### config.mk
export PLATFORM = sky130hd
export DESIGN_NAME = hcbp_ram
export DESIGN_NICKNAME = d
export VERILOG_FILES = /design/src/design/hcbp_ram.sv
export SDC_FILE = /design/constraint.sdc
export NUM_CORES = 2
export LEC_CHECK = 0
export BUFFER_PORTS_ARGS = -buffer_cell sky130_fd_sc_hd__buf_2
export CAP_MARGIN = 10
export CELL_PAD_IN_SITES_DETAIL_PLACEMENT = 0
export CELL_PAD_IN_SITES_GLOBAL_PLACEMENT = 2
export CORE_ASPECT_RATIO = 0.75
export CORE_UTILIZATION = 52
export CTS_CLUSTER_SIZE = 30
export DETAILED_ROUTE_END_ITERATION = 8
export PLACE_DENSITY = 0.93
export SYNTH_ARGS = -nofsm -noshare
export SYNTH_HDL_FRONTEND = slang
export SYNTH_SLANG_ARGS = --single-unit
### constraint.sdc
create_clock -name clk -period 6.9 [get_ports clk]
set_clock_uncertainty 0.2 [all_clocks]
set_input_delay 0.345 -clock clk [delete_from_list [all_inputs] [get_ports clk]]
set_output_delay 0.345 -clock clk [all_outputs]
set_load 0.02 [all_outputs]
### src/design/hcbp_ram.sv
// generic single-write, single-read ram with registered read data
module hcbp_ram #(
  parameter int WIDTH = 8,
  parameter int DEPTH = 256
) (
  input  logic                     clk,
  input  logic                     wr_en,
  input  logic [$clog2(DEPTH)-1:0] wr_addr,
  input  logic [WIDTH-1:0]         wr_data,
  input  logic                     rd_en,
  input  logic [$clog2(DEPTH)-1:0] rd_addr,
  output logic [WIDTH-1:0]         rd_data
);

  logic [WIDTH-1:0] mem [DEPTH];

  always_ff @(posedge clk) begin
    if (wr_en) begin
      mem[wr_addr] <= wr_data;
    end
    if (rd_en) begin
      rd_data <= mem[rd_addr];
    end
  end

endmodule

After elaboration in Yosys (flattened, before gate mapping)
Memories as Yosys holds them, arrays and structs flattened. A register that Yosys moved wholly into a read port is not among the register bits.
Index checks and enable logic that the tools add are counted.

operators by class
  add/sub/neg operators = 0
  multiply operators = 0
  div/mod/pow operators = 0
  magnitude comparators = 0
  equality and inequality tests = 0
  shift-type cells = 0
  muxes and demuxes = 2
  bitwise gates (word level) = 0
  reductions and logical operators = 0

operator list
  cell              number
  1-bit 2-to-1 mux  2

word-level totals
  register bits after elaboration = 0
  bits in latches = 0
  bits in writable memories = 2,048
  ROM bits = 0
  memories = 1

memory list
  memory  words  bits a word  rd ports  clocked after Yosys merged registers in  wr ports  line  RTL
  mem     256    8            1         1                                        1         15    logic [WIDTH-1:0] mem [DEPTH];

Longest topological paths before layout
  word-level depth = 2
  depth in mapped cells = 11
  gate-level depth less buffers = 6

Worst setup path before layout
OpenSTA, ideal clock, no wires.

  kind = in2reg
  start = in rd_addr[0]
  end = reg rd_data[2], read port of mem, data pin
  arrival time = 2,152 ps
  path slack = 4,279 ps
  stages = 9
  path buffers = 4
  path through = buf_6 > buf_12 > buf_8 > buf_2 > mux4_2 > a22oi_1 > a21oi_1 > nor4_1 > nor4_2

RTL lines
  what             line  RTL
  start, declared  11    input logic [$clog2(DEPTH)-1:0] rd_addr,
  end, declared    12    output logic [WIDTH-1:0] rd_data

==> impl_metrics.py <==
metrics = {
    "status": {
        "status": "complete, no violations",
    },
    "worst_setup_path": {
        "cp_cell_sequence": "buf_8, buf_4, buf_4, mux4_2, a22oi_1, a21oi_1, nor4_2, nor4_2",
        "critical_path_class": "input port to flop",
        "setup.worst_path.start": "rd_addr[1]",
        "worstReg2RegEnd": "rd_data[4]",
        "crit_slowest_cell": "nor4_2",
        "cp.depth": 8,
        "endpoint": "rd_data[6]",
        "crit_arrival_ns": 4.26,
        "critical-path-top-delay-family": "buffers and inverters",
        "cpPeakStageDelay_ns": 0.90,
        "cp_max_fo": 75,
        "cp_num_buf_inv": 3,
        "critPathRequiredTime_ns": 7.22,
        "timing.rr.start": "mem[73][4]",
        "r2r_setup_slack_ns": 3.44,
        "end_kind": "flop",
        "r2r.worst_path.cells": 6,
        "start_kind": "input port",
    },
    "timing": {
        "hold_viol_final": 0,
        "rsz0062_at_grt": "false",
        "final.setup.tns_ns": 0,
        "maxSlewViolCount": 0,
        "worstMarginPinSlew_ns": 1.27,
        "period_needed_ns": 3.94,
        "period_share": 0.570,
        "timing.fmax_mhz": 254,
        "slew_headroom": 0.153,
        "setup_violations": 0,
        "setup_ws_ns": 2.96,
    },
    "job": {
        "maxCapViolations": 0,
    },
    "pwr": {
        "p_leak_uw": 0.0266,
        "total_power_uw": 24600,
        "pwr-share-clk": 0.390,
        "peakVddDrop_v": 0.000302,
        "power_density_nw_per_um2": 282,
        "p_seq_frac": 0.561,
        "internal_power_uw": 19300,
        "p_sw_frac": 0.214,
        "share_comb_of_total_power": 0.049,
        "p_sw_uw": 5270,
    },
    "logic_synthesis": {
        "synth-edff-count": 2056,
        "synth_seq_cells": 2056,
        "yosysTopAreaCell": "edfxtp_1",
        "syn-num-nets": 3760,
        "synth_area_um2": 79600,
        "synth.yosys.seq_area_share": 0.775,
        "synth_cell_types": 54,
        "synthArstFlopShare": 0,
        "syn_area_per_cell_um2": 21.3,
        "yosysTopAreaCellShare": 0.775,
        "synth.area.top_cells": "edfxtp_1, mux4_2, mux2i_1, nor2_1, a22oi_1",
        "ys.flop_type": "edfxtp_1",
        "ys_warn_count": 0,
        "syn_inst": 3733,
    },
    "global_route": {
        "grtUsageTotal": 0.254,
        "antenna_found_initial": 7,
        "grt_max_degree": 163,
        "grt_pass1_wl_mm": 279,
        "grt_overflow_total": 0,
        "grt_pass1_vias": 38800,
    },
    "clocking": {
        "post-cts-setup-buffers": 0,
        "cts_sinks": 2056,
        "cts-htree-levels": 4,
        "cts_tree": "built",
        "clk_path_buf_depth": 3,
        "cts-root-buf": "clkbuf_16",
        "clock_latency_ns": 0.82,
        "numCtsBuffers": 177,
        "cts.repair.resized": 0,
        "holdBufCountCts": 2,
        "cts.clk_slew.worst_paths_ns": 0.07,
    },
    "final_layout": {
        "n_fill_cell": 10500,
        "fin_cells": 5958,
        "drive_above_1_share": 0.212,
        "layout_commonest_cell": "edfxtp_1",
        "final_cell_mix": "edfxtp_1, mux4_2, nor2_1",
        "area_growth_syn_to_layout_pct": 9.62,
        "nNetsFinal": 3832,
    },
    "detailed_routing": {
        "antenna_left": 0,
        "firstDrtPassIters": 6,
        "drc": 0,
        "postRouteWirelength_mm": 194,
        "drt_iter0_drc": 6097,
        "vias": 39600,
        "routedWlPerCell_um": 32.6,
        "vias_per_cell": 6.64,
    },
    "floorplanning": {
        "core.rowCount": 123,
        "ios": 35,
        "dieWidth_um": 454,
        "coreArea_um2": 151000,
        "start_util": 0.527,
        "die_area_um2": 155000,
        "die_y_um": 341,
    },
    "placement": {
        "dp.cells": 5621,
        "portBuffers": 34,
        "gp_congestion": 0.847,
        "hpwl_mm": 116,
        "dpl_worst_slack_ns": 1.94,
    },
    "worst_hold_path": {
        "hold_class": "input port to flop",
    },
}
cells in the mapped netlist, drive strengths merged (6+ instances only):
master	n
a211oi	16
a21oi	96
a221oi	14
a22o	8
a22oi	133
and2	6
buf	122
clkbuf	111
edfxtp	2056
mux2i	134
mux4	456
nand2	33
nand2b	8
nand3	34
nand4	10
nor2	282
nor2b	31
nor3	22
nor4	27
o211ai	10
o21ai	12
o221ai	47
o22ai	28
worst min path at each step:
stage	startpoint	end	slack, ns	cells after the start
floorplan	wr_data[0]	mem[0][0]	0.24	0
global placement	rd_en	rd_data[7]	0.64	1
detailed placement	rd_en	rd_data[7]	0.66	1
CTS	wr_data[3]	mem[80][3]	0.03	1
global route	wr_data[3]	mem[91][3]	0.04	1
finish	wr_data[3]	mem[91][3]	0.01	1
cells by family (layout without fill, tap and decap cells):
family,Yosys count,count (layout),synth area share
other,0,8,0
and+or+nand+nor,466,466,0.0263
muxes,591,591,0.146
DFF,2056,2056,0.775
AOI/OAI and AO/OA,385,385,0.0342
buffers and inverters,235,452,0.0183
sequential cells by signal, indices dropped and copies added, names as in the netlist:
signal and flops:
rd_data 8, mem 2048
power groups by stage:
stage          clock network, uW  registers [uW]  logic, uW
3_5_place_dp                   0           14100       1200
5_1_grt                    10100           13800       1270
2_1_floorplan                  0           14100        669
6_report                    9590           13800       1210
3_3_place_gp                   0           14100       1170
4_1_cts                     9660           13800       1200
worst register-to-register path: stages, from the launching register on:
cell and delay (ns):
edfxtp_1 0.38, mux4_2 0.45, nor2b_1 0.15, a211oi_1 0.59
nor2_1 0.26, nor4_1 0.99, nor4_1 0.17
area by class of cell:
class                           instances  area (um2)  share of cell area
Sequential cell                      2056       61700               0.707
Clock buffer                          213        4650              0.0533
Clock inverter                        111         805             0.00922
Tap cell                             2000        2500              0.0287
Multi-Input combinational cell       1442       16500               0.189
Antenna cell                            8        20.0            0.000229
Timing Repair Buffer                  126        1070              0.0123
Inverter                                2        7.51           0.0000860
through the flow:
step	hold slack (ns)	util	instance area [um2]
after global routing	0.0394	0.578	87300
after CTS	0.0292	0.578	87300
final	0.0121	0.578	87300
after floorplan	0.244	-	79600
after detailed placement	0.662	0.542	81800
after global placement	0.639	0.541	81700
routing by layer:
metal,track usage,up-vias,part of all wire
met5,0,-,0
met2,0.357,2623,0.44
met1,0.389,20800,0.40
met3,0.0755,263,0.13
li1,-,15900,-
met4,0.0652,0,0.022
Power figures use the tool's default switching activity.
