### src/design/hcbp_pkg.sv
// shared types, opcodes and helpers of the huffman code bit packer
package hcbp_pkg;

  localparam int SYMBOLS_DEF      = 256;
  localparam int MAX_CODE_LEN_DEF = 32;

  localparam int CODE_W = 32;
  localparam int LEN_W  = 6;
  localparam int WIN_W  = 40;   // 7 pending bits plus a full code, rounded to bytes
  localparam int AMT_W  = 6;

  localparam logic [1:0] OP_LOAD     = 2'd0;
  localparam logic [1:0] OP_ENCODE   = 2'd1;
  localparam logic [1:0] OP_FLUSH    = 2'd2;
  localparam logic [1:0] OP_RESERVED = 2'd3;

  typedef struct packed {
    logic [1:0]        opcode;
    logic [7:0]        symbol;
    logic [CODE_W-1:0] code_bits;
    logic [LEN_W-1:0]  code_length;
  } in_t;

  typedef struct packed {
    logic [7:0] out_byte;
    logic [2:0] pad_bits;
    logic       last;
  } out_t;

  typedef enum logic [1:0] {
    ST_IDLE,
    ST_READ,
    ST_EMIT,
    ST_FLUSH
  } state_t;

  // keep only the low len bits of a code
  function automatic logic [CODE_W-1:0] code_mask(input logic [CODE_W-1:0] code,
                                                  input logic [LEN_W-1:0]  len);
    logic [CODE_W-1:0] m;
    if (len >= LEN_W'(CODE_W)) begin
      m = '1;
    end else begin
      m = (CODE_W'(1) << len) - CODE_W'(1);
    end
    return code & m;
  endfunction

endpackage

### src/design/hcbp_shift.sv
// shared left shifter over the bit window, used for alignment and byte advance
module hcbp_shift (
  input  logic [hcbp_pkg::WIN_W-1:0] shift_in,
  input  logic [hcbp_pkg::AMT_W-1:0] shift_amt,
  output logic [hcbp_pkg::WIN_W-1:0] shift_out
);

  assign shift_out = shift_in << shift_amt;

endmodule

### config.mk
export PLATFORM = sky130hd
export DESIGN_NAME = hcbp_shift
export DESIGN_NICKNAME = d
export VERILOG_FILES = /design/src/design/hcbp_pkg.sv /design/src/design/hcbp_shift.sv
export SDC_FILE = /design/constraint.sdc
export NUM_CORES = 1
export LEC_CHECK = 0
export BUFFER_PORTS_ARGS = -buffer_cell sky130_fd_sc_hd__buf_2
export CELL_PAD_IN_SITES_DETAIL_PLACEMENT = 0
export CELL_PAD_IN_SITES_GLOBAL_PLACEMENT = 2
export CORE_ASPECT_RATIO = 1.2
export CORE_UTILIZATION = 31
export DETAILED_ROUTE_END_ITERATION = 8
export PLACE_DENSITY = 0.95
export SYNTH_ARGS = -nofsm -noshare
export SYNTH_HDL_FRONTEND = slang
export SYNTH_SLANG_ARGS = --single-unit
### constraint.sdc
create_clock -name vclk -period 2.1
set_input_delay 0.105 -clock vclk [all_inputs]
set_output_delay 0.105 -clock vclk [all_outputs]
set_load 0.01 [all_outputs]
# Word level (Yosys, flattened, before mapping)
# Cells that the tools add are included.
[word_totals]
regBits = 0
in_bits = 46
output_inout_bits = 40
elab_cells = 1
[op_classes]
shifts = 1
[op_table]
columns = ["cell", "count"]
rows = [
  ["$shl 40x6->40", 1],
]

# Depth between registers and ports, before layout
# Gate-level depths: netlist (run 1).
[logic_depth]
depth_word = 1
mapped_depth = 7
depth_no_buf = 4

# Worst setup path after synthesis (run 1)
# Ideal clock, no wire load.
[synth_timing]
path_kind = "input -> output"
startpoint = "in shift_amt[1] (netlist name)"
endpoint = "out shift_out[32] (netlist name)"
t_arrival_ps = 1636
t_required_ps = 1995
setup_slack_ps = 359
cell_stages = 6
n_path_buf = 2
cell_sequence = "clkbuf_1 > clkbuf_1 > mux4_2 > mux4_2 > nand2_1 > o221ai_1"
[synth_between]
elab_chain_len = 1
[synth_lines]
columns = ["element", "line", "rtl"]
rows = [
  ["start, declared", "hcbp_shift.sv:4", "input logic [hcbp_pkg::AMT_W-1:0] shift_amt,"],
  ["$shl 40x6->40", "hcbp_shift.sv:8", "assign shift_out = shift_in << shift_amt;"],
  ["end, declared", "hcbp_shift.sv:5", "output logic [hcbp_pkg::WIN_W-1:0] shift_out"],
]
# Every way passes these cells.

# Final worst setup path (run 1)
[layout_timing]
startpoint = "in shift_amt[0] (netlist name)"
endpoint = "out shift_out[32] (netlist name)"
# The elaborated chain is that of the path after synthesis.

==> impl_summary.md, run 1 <==
Routing
Using the TritonRoute via totals, the vias-per-cell ratio works out to 5.99. Before antenna repair, the detailed router went through 4 iterations. The count of nets left with antenna violations once routing finished came out at 0. For this run, design rule violations remaining after detail routing come to 0. The violation count after the first detailed-routing iteration is 230. The via count is around 2,400.

After detailed routing, the average wire length per cell comes to 18.6 µm. After detailed routing, the total wire length is roughly 7600 µm.

Timing
The hold violation count in the final report is 0. Setup repair after global routing left no endpoint under its margin. The tightest hold path in the finished design has a slack of around 0.66 ns.

The final critical path takes up between 90% and 100% of the cycle. The max-slew violation total from the final report is 0. Derived from the worst setup path, the maximum achievable clock frequency is between 0.4 and 0.5 GHz. Setup violations remaining at the end of the flow were counted as 0.

The worst slew slack as a fraction of its limit is around three quarters. The worst path in the final design needs a cycle of a little over 2 ns, including I/O delays and setup. The transition time at the pin with the least slew margin is just under 0.4 ns. Summed over all failing endpoints, the final setup total negative slack is 0 ns.

Outcome
The flow ran to the end, and the final reports show no timing, DRC or antenna violations.

Global route
Entering global routing, the biggest net connects 24 pins. The number of antenna violations at the first check in global routing is 0. The total congestion overflow is 0. The first global-routing pass estimated 11,600 µm of wire. Across every metal layer, demand over resource in global routing totals 19.3%. The via count of the first global-routing pass is about 2,200.

Synthesis
The cell type with the highest aggregate area in the netlist is sky130_fd_sc_hd__mux4_2. The share of the yosys chip area belonging to registers is 0%. The proportion of netlist area held by the largest area contributor is between 40% and 50%. The post-synthesis cell type count is between 40 and 50. For this run, the number of Yosys warnings is 0. The synthesized netlist net count is approximately 280.

The most repeated cell in the gate-level netlist after synthesis is sky130_fd_sc_hd__mux4_2. By count the netlist is led by 43 x sky130_fd_sc_hd__mux4_2, 32 x sky130_fd_sc_hd__nor2_1, 29 x sky130_fd_sc_hd__nand2_1. The number of instances in the synthesized netlist is about 240.

After synthesis the cells add up to around 0.0023 mm². In this run the mean area of a mapped cell was between 9 and 10 µm². In the post-synthesis netlist, the biggest area contributors are sky130_fd_sc_hd__mux4_2 42%, sky130_fd_sc_hd__mux2i_1 7.9%, sky130_fd_sc_hd__mux2_2 7.9%.

Power
Dividing total power by cell area gives a power density of about 270 mW/mm². The peak ir drop on the vdd network is 0.126 mV. The static leakage is approximately 1.3 nW.

Placement
The global placer's final weighted congestion is 0.894. The number of placed cells counting well taps is 406. In this run the tool buffered the top-level ports with 86 buffer cells. The half-perimeter wire length after detailed placement is 6240 µm. The placed instance area is approximately 0.0029 mm².

Finish
The post-synthesis to final-layout area growth is 27.2%. The layout has around 700 filler cells. The antenna diode count is 0. The final layout contains a sequential cell count of 0. The final layout net count is ~370. The final core utilization is about two fifths. In the final layout, flip-flops and latches occupy 0 µm². For this run, the number of standard cells in the final layout without fillers is roughly 410.

Of the cells placed in the final design, the portion with a size suffix greater than 1 is approximately 55%. The final-layout clock buffer total is 0. After routing the design area is 0.00290 mm².

Setup path
The critical path is of the input pin to primary output type. The critical path launch point type is an input pin. The maximum fanout along the worst path is 9. The endpoint class of the critical path is a primary output. STA puts the critical path data required time at ~2.0 ns. Data arrives at the worst endpoint at around 1.9 ns.

Hold path
The hold-critical path endpoint is shift_out[22]. The class of the worst hold path is input pin to primary output. The instance count along the most critical hold path is 3. The hold path startpoint is shift_amt[5].

Die
In this run the standard cell core region covers between 0.006 and 0.007 mm². The count of pins on the block boundary is 86. The die width is ~80 µm. The floorplan step set the die height to roughly 96 µm. The initial utilization of the core area, before any placement, comes to 32.7%. The floorplan row count is 33.

The floorplan step defined a die boundary enclosing slightly below 0.008 mm².

Clock network
Buffers inserted to repair hold after CTS numbered 0.

Job
The max-capacitance violation count is 0.
-- worst max-delay path, stage by stage --
cell and delay [ns]:
sky130_fd_sc_hd__buf_4 0.20, sky130_fd_sc_hd__buf_12 0.17, sky130_fd_sc_hd__mux4_2 0.53, sky130_fd_sc_hd__mux4_2 0.47, sky130_fd_sc_hd__nand2_1 0.10, sky130_fd_sc_hd__o221ai_1 0.15
sky130_fd_sc_hd__buf_2 0.18
-- repair_timing --
item / CTS / global route
setup buffers: 0 / 1
setup endpoints to repair: 0 / 12
resized for setup: 0 / 5
-- routing by layer --
layer / global-route usage, % / vias up / routed length, µm
li1: - / 1131 / -
met1: 27.5 / 1198 / 3180
met2: 33.0 / 106 / 3750
met3: 1.04 / 10 / 542
met4: 2.83 / 0 / 119
met5: 0 / - / 0
-- placed cells by master (no fill, tap or decap), types with 5 or more instances in the layout --
cell type	instances
sky130_fd_sc_hd__buf_2	85
sky130_fd_sc_hd__nand2_1	29
sky130_fd_sc_hd__o32ai_1	5
sky130_fd_sc_hd__mux4_2	43
sky130_fd_sc_hd__nor2_1	32
sky130_fd_sc_hd__mux2_2	16
sky130_fd_sc_hd__mux2i_1	17
sky130_fd_sc_hd__o22ai_1	7
sky130_fd_sc_hd__nand2b_1	7
sky130_fd_sc_hd__buf_4	17
-- layout make-up --
cell class                      count  area, µm²  area share [%]
Inverter                            5       18.8           0.647
Multi-Input combinational cell    208       2110            72.8
Tap cell                           87        109            3.75
Timing Repair Buffer              108        661            22.8
-- report_power, final --
group	switching, mW	internal (mW)	leakage, nW
Sequential	0	0	0
Combinational	0.396	0.391	1.27
Clock	0	0	0
Total	0.396	0.391	1.27
-- logic make-up (layout without fill, tap and decap cells) --
| family | Yosys count | count (layout) | synth area share [%] |
|---|---|---|---|
| AOI/OAI and AO/OA | 41 | 41 | 13.7 |
| buffers and inverters | 30 | 113 | 7.57 |
| muxes | 81 | 81 | 61.7 |
| and+or+nand+nor | 86 | 86 | 17.0 |
-- through the flow --
stage / total power [mW] / setup slack (ns)
after global routing: 0.846 / 0.0309
after CTS: 0.772 / 0.00275
after floorplan: 0.508 / 0.359
after global placement: 0.760 / 0.0427
final: 0.787 / 0.0846
after detailed placement: 0.770 / 0.00366
-- how the worst max path moves through the flow --
| stage | startpoint | endpoint | slack (ns) | depth (start not counted) |
|---|---|---|---|---|
| final | shift_amt[0] | shift_out[32] | 0.08 | 7 |
| after CTS | shift_amt[0] | shift_out[32] | 0.003 | 7 |
| after global routing | shift_amt[0] | shift_out[32] | 0.03 | 7 |
| after floorplan | shift_amt[1] | shift_out[32] | 0.36 | 6 |
| after detailed placement | shift_amt[0] | shift_out[32] | 0.004 | 7 |
| after global placement | shift_amt[0] | shift_out[38] | 0.04 | 8 |
No activity file was read; power rests on OpenSTA's default activity.
==> run 2: changes to the inputs <==
CORE_UTILIZATION = 30   (was 31)
GPL_ROUTABILITY_DRIVEN = 0   (was default)
==> run 2 against run 1 <==
  * Global-route usage fell by 1.4 points
  * Sequential share of layout area did not move
  * Highest routed layer unchanged
  * Sequential cell count did not move
  * Critical endpoint unchanged
  * First-iteration DRC count fell by 35%
==> impl_summary.md, run 2 (synthesis gave the netlist of run 1 again) <==
Finish
The library cells used most frequently in the layout, excluding fill and tap cells, are 85 x sky130_fd_sc_hd__buf_2, 43 x sky130_fd_sc_hd__mux4_2, 32 x sky130_fd_sc_hd__nor2_1. The final-layout clock buffer total is 0. The layout sequential cell count is 0. The filler cells instantiated in the layout total ~760. The most frequent standard cell in the layout excluding fill and tap cells is sky130_fd_sc_hd__buf_2. Summing all multi-input logic gate instances after layout gives between 0.002 and 0.0025 mm². Cells with a size suffix above 1 make up between 50% and 60% of the layout. The final layout net count is 370. The post-synthesis to final-layout area growth is 27.1%. Measured on the finished design, the core utilization comes to between 30% and 40%. The number of antenna diodes in the final layout is 0. The register area is 0 µm².

Die
The area of the die is between 0.007 and 0.008 mm². The floorplan step set the die width to a little over 80 µm. The starting density of the core is between 30% and 40%. The initialized floorplan defines 34 standard-cell rows.

The count of pins on the block boundary is between 80 and 90. The height of the chip is just under 100 µm. The placeable core area is 0.00732 mm².

Setup path
Counting buffers and inverters, the worst setup path is 7 cells deep. At the worst endpoint, the arrival time is ~1.9 ns. Counting both buffers and inverters, the worst setup path holds a total of 3. The critical path in this run is classified as input pin to primary output. Traced cell by cell, the critical path runs through clkbuf_4, buf_12, mux4_2, mux4_2, nand2_1, o221ai_1, buf_2.

STA puts the critical path data required time at around 2.0 ns. The slowest stage cell on the critical path is sky130_fd_sc_hd__mux4_2. The maximum fanout along the worst path is 8.

The cell that appears most often on the critical path is sky130_fd_sc_hd__mux4_2. The cell family contributing the most delay on the critical path is multiplexers. The largest stage delay on the critical path is approximately 0.53 ns. The critical path launch point type is an input pin. The endpoint class of the critical path is a primary output.

Routing
The violation count after the first detailed-routing iteration is 150. Summing over every cut layer, the via total after detailed routing is roughly 2,400. The detailed-route DRC error count is 0. The vias per cell is about 5.9. The first detailed-routing pass ran for 4 iterations.

The final routed wirelength across all metal layers is about 7600 µm. After detailed routing, the average wire length per cell comes to 18.4 µm. The post-detailed-route count of antenna-violating nets is 0.

Timing
Counting I/O delays and the setup requirement, the final critical path takes 2.03 ns. Setup repair after global routing left no endpoint under its margin. Setup total negative slack on the finished layout was measured at 0 ns.

The share of the clock period used by the worst path is between 90% and 100%. The max-slew violation total from the final report is 0. The worst slew slack as a fraction of its limit is between 70% and 80%. Setup slack on the critical path of the routed design comes to 0.0705 ns. Based on the critical path, the design can be clocked at up to about 0.5 GHz.

For the pin with the worst max-slew slack, the measured transition is 0.399 ns. The final count of negative-setup-slack endpoints is 0. The hold violation count in the final report is 0.

Global route
The largest net degree at the start of global routing is between 40 and 50. The first global-routing pass estimated 11,400 µm of wire. The via count of the first global-routing pass is ~2,200. The number of antenna violations at the first check in global routing was 0. The total congestion overflow is 0. Across every metal layer, demand over resource in global routing totals between 10% and 20%.

Hold path
The startpoint identified for the worst hold timing path is shift_amt[5]. The instance count along the most critical hold path is 3. The tightest min-delay check is of the input pin to primary output type.

The hold-critical path endpoint is shift_out[22].

Power
Power spread over the standard cell area amounts to approximately 270 mW/mm². The clock share of power is 0%. The reported net switching power is 398 µW. The register share of total power is 0%. The cell-internal power is around 390 µW. The worst-case IR drop observed on VDD is approximately 0.16 mV. The proportion of total power due to net switching is roughly half.

In this run, the combinational gates consume 100.0% of the power. The static leakage is 1.26 nW.

Placement
The setup slack at placement is between 0.03 and 0.04 ns. Once detailed placement completed, the half-perimeter wirelength came to a little over 6000 µm. The number of I/O port buffers is between 80 and 90.

Job
The max-capacitance violation count is 0.

Outcome
The run finished with clean final reports.
[run 2: how the worst max path moves through the flow]
stage	from	to	slack, ns
floorplan	shift_amt[1]	shift_out[32]	0.36
global placement	shift_amt[0]	shift_out[32]	0.07
detailed placement	shift_amt[0]	shift_out[32]	0.03
CTS	shift_amt[0]	shift_out[32]	0.03
global route	shift_amt[0]	shift_out[32]	0.01
finish	shift_amt[0]	shift_out[32]	0.07
[run 2: timing repair]
item	CTS	global route
setup buffers	0	3
resized for setup	0	4
setup endpoints to repair	0	7
hold buffers	0	0
endpoints found under the hold margin	0	0
[run 2: per-layer routing]
| layer | global-route usage, % | up-vias | wire length [µm] |
|---|---|---|---|
| met5 | 0 | - | 0 |
| met4 | 3.78 | 0 | 186 |
| met3 | 0.845 | 16 | 436 |
| met2 | 29.0 | 92 | 3670 |
| met1 | 26.3 | 1203 | 3300 |
| li1 | - | 1133 | - |
[run 2: metrics by stage]
| stage | hold slack, ns | std cells | area (µm²) | power [mW] |
|---|---|---|---|---|
| 2_1_floorplan | 0.415 | 238 | 2280 | 0.508 |
| 3_3_place_gp | 0.652 | 408 | 2840 | 0.751 |
| 3_5_place_dp | 0.652 | 408 | 2840 | 0.762 |
| 4_1_cts | 0.651 | 408 | 2840 | 0.765 |
| 5_1_grt | 0.687 | 412 | 2900 | 0.839 |
| 6_report | 0.653 | 412 | 2900 | 0.786 |
[run 2: final cells by class]
| type | instances | area share, % |
|---|---|---|
| multi-input cells | 208 | 73.0 |
| repair buffers | 109 | 22.5 |
| well taps | 90 | 3.89 |
| inverters | 5 | 0.648 |
[run 2: power by group through the flow]
| stage | logic, mW | clock network (mW) | registers [mW] |
|---|---|---|---|
| finish | 0.786 | 0 | 0 |
| floorplan | 0.508 | 0 | 0 |
| global placement | 0.751 | 0 | 0 |
| detailed placement | 0.762 | 0 | 0 |
| global route | 0.839 | 0 | 0 |
| CTS | 0.765 | 0 | 0 |
==> run 3: changes to the inputs <==
clock period = 1.9 ns   (was 2.1 ns; I/O delays follow)
==> run 3 against run 2 <==
  * Non-clock buffer count rose by 7
  * Critical path type unchanged
  * Critical path depth did not move
  * Die area did not move
  * Critical endpoint is now shift_out[33]
  * Largest cell class unchanged
  * Via count rose by 1.9%
  * Routed wire length rose by 3.1%
==> impl_summary.md, run 3 (synthesis gave the netlist of run 1 again) <==
Finish
The number of fill cells in the layout is 748. The register area is 0 µm². The number of antenna diodes in the final layout is 0.

Summing all multi-input logic gate instances after layout gives about 0.0021 mm². The most frequent standard cell in the layout excluding fill and tap cells is sky130_fd_sc_hd__buf_2. The post-synthesis to final-layout area growth is 33.1%. The final-layout clock buffer total is 0. The layout sequential cell count is 0. The share of final-layout standard cells stronger than drive strength 1 is 58.1%. The library cells used most frequently in the layout, excluding fill and tap cells, are 85 x sky130_fd_sc_hd__buf_2, 43 x sky130_fd_sc_hd__mux4_2, 32 x sky130_fd_sc_hd__nor2_1. At the end of the flow, the number of nets in the layout was 377.

Timing
The max-slew violation total from the final report is 0. In this run the tightest slew margin relative to its limit is 61.9%. The final count of negative-setup-slack endpoints is 0. For the final routed database, the setup TNS stands at 0 ns.

The transition time at the pin with the least slew margin is between 0.5 and 0.6 ns. The smallest clock period supported by the final layout is computed as 1.86 ns. The hold violation count in the final report is 0. Of the available clock period, the critical path in the final layout requires 98.1%. The highest attainable clock frequency is 0.536 GHz.

Global route
Entering global routing, the biggest net connects 24 pins. The via count of the first global-routing pass was ~2,400. The number of antenna violations at the first check in global routing is 0. The total congestion overflow is 0. The first global-routing pass estimated between 10,000 and 15,000 µm of wire. Global routing used around 19% of the available tracks across all layers.

Setup path
STA classifies the critical path startpoint as an input pin. The maximum fanout along the worst path is 9. The most critical setup path has its endpoint at shift_out[33]. STA classifies the critical path endpoint as a primary output. The data required time at the worst endpoint is 1.80 ns. Tracing the worst setup path back leads to its startpoint at shift_amt[0]. The type of the worst setup path is input pin to primary output. At the worst endpoint, the arrival time is around 1.8 ns.

Placement
The number of I/O port buffers is 86. The HPWL after detailed placement is approximately 6300 µm.

Routing
Using the TritonRoute via totals, the vias-per-cell ratio works out to around 5.9. Dividing the detail-routed wire length by the instance count gives around 19 µm. The violation count after the first detailed-routing iteration is 140. The first detailed-routing pass took 4 iterations. The via count is roughly 2,500. The detail route stage leaves a number of antenna-violating nets equal to 0. Summed over all layers, the routed wires come to 7820 µm. For this run, design rule violations remaining after detail routing come to 0.

Die
The count of pins on the block boundary is 86. In this run the horizontal extent of the chip is slightly above 80 µm. After floorplanning, the core was divided into 34 placement rows. The placeable core area is about 0.0073 mm². The die covers between 0.007 and 0.008 mm². The starting density of the core is a little under a third. The height of the chip is a little under 100 µm.

Power
The cell area power density is between 300 and 400 mW/mm². The peak ir drop on the vdd network is between 0.1 and 0.15 mV. The analysis attributes to cell leakage a power of ~1.3 nW. Total power for the finished layout comes to about 920 µW.

Hold path
The hold path startpoint is shift_amt[5]. The class of the worst hold path is input pin to primary output.

Outcome
The flow ran to the end, and the final reports show no timing, DRC or antenna violations.

Job
Max-cap violations in this run came to 0.
==> run 3: cell count changes in the layout (fill, tap and decap cells not counted), moves of 2 or more <==
cell / change
sky130_fd_sc_hd__buf_8: +2
sky130_fd_sc_hd__mux2i_2: +3
sky130_fd_sc_hd__nand2_2: +2
sky130_fd_sc_hd__buf_12: +2
sky130_fd_sc_hd__mux2i_1: -3
sky130_fd_sc_hd__nand2_1: -2
sky130_fd_sc_hd__buf_4: +2
==> run 3: repair_timing <==
action / in CTS / in global routing
gates resized for setup: 10 / 10
setup endpoints to repair: 23 / 7
hold buffers: 0 / 0
cloned: 1 / 1
setup buffers: 1 / 0
==> run 3: metrics by stage <==
stage	util, %	instance area, µm²	instances	setup slack [ns]	hold slack [ns]
detailed placement	39.8	2910	416	-0.125	0.622
global placement	39.8	2910	416	-0.0807	0.627
global route	41.5	3030	419	-0.00271	0.652
finish	41.5	3030	419	0.0360	0.617
CTS	40.7	2980	418	0.0192	0.625
floorplan	-	2280	238	0.179	0.395
==> run 3: power breakdown <==
part / internal [mW] / switching, mW
Sequential: 0 / 0
Combinational: 0.471 / 0.452
Clock: 0 / 0
==> run 3: final cells by class <==
type	count	share of cell area, %
timing repair buffer	116	25.3
multi-input combinational	208	70.4
tap	90	3.71
inverter	5	0.619
==> run 3: worst min path at each step <==
stage / cells after the start / to / slack, ns
after detailed placement: 3 / shift_out[22] / 0.62
after floorplan: 2 / shift_out[29] / 0.39
after CTS: 3 / shift_out[22] / 0.62
after global placement: 3 / shift_out[22] / 0.63
final: 3 / shift_out[22] / 0.62
after global routing: 3 / shift_out[22] / 0.65
==> run 3: worst max-delay path, stage by stage <==
cell                        delay [ns]
sky130_fd_sc_hd__buf_12           0.13
sky130_fd_sc_hd__clkbuf_16        0.15
sky130_fd_sc_hd__mux4_2           0.50
sky130_fd_sc_hd__mux4_2           0.48
sky130_fd_sc_hd__nand2_1          0.11
sky130_fd_sc_hd__o221ai_1         0.13
sky130_fd_sc_hd__buf_2            0.17
==> run 3: per-layer routing <==
metal	global-route usage, %	part of all wire, %	wire length [µm]	up-vias
li1	-	-	-	1149
met1	27.4	42	3280	1207
met2	32.3	49	3840	119
met3	0.845	6.6	515	16
met4	4.18	2.4	189	0
met5	0	0	0	-
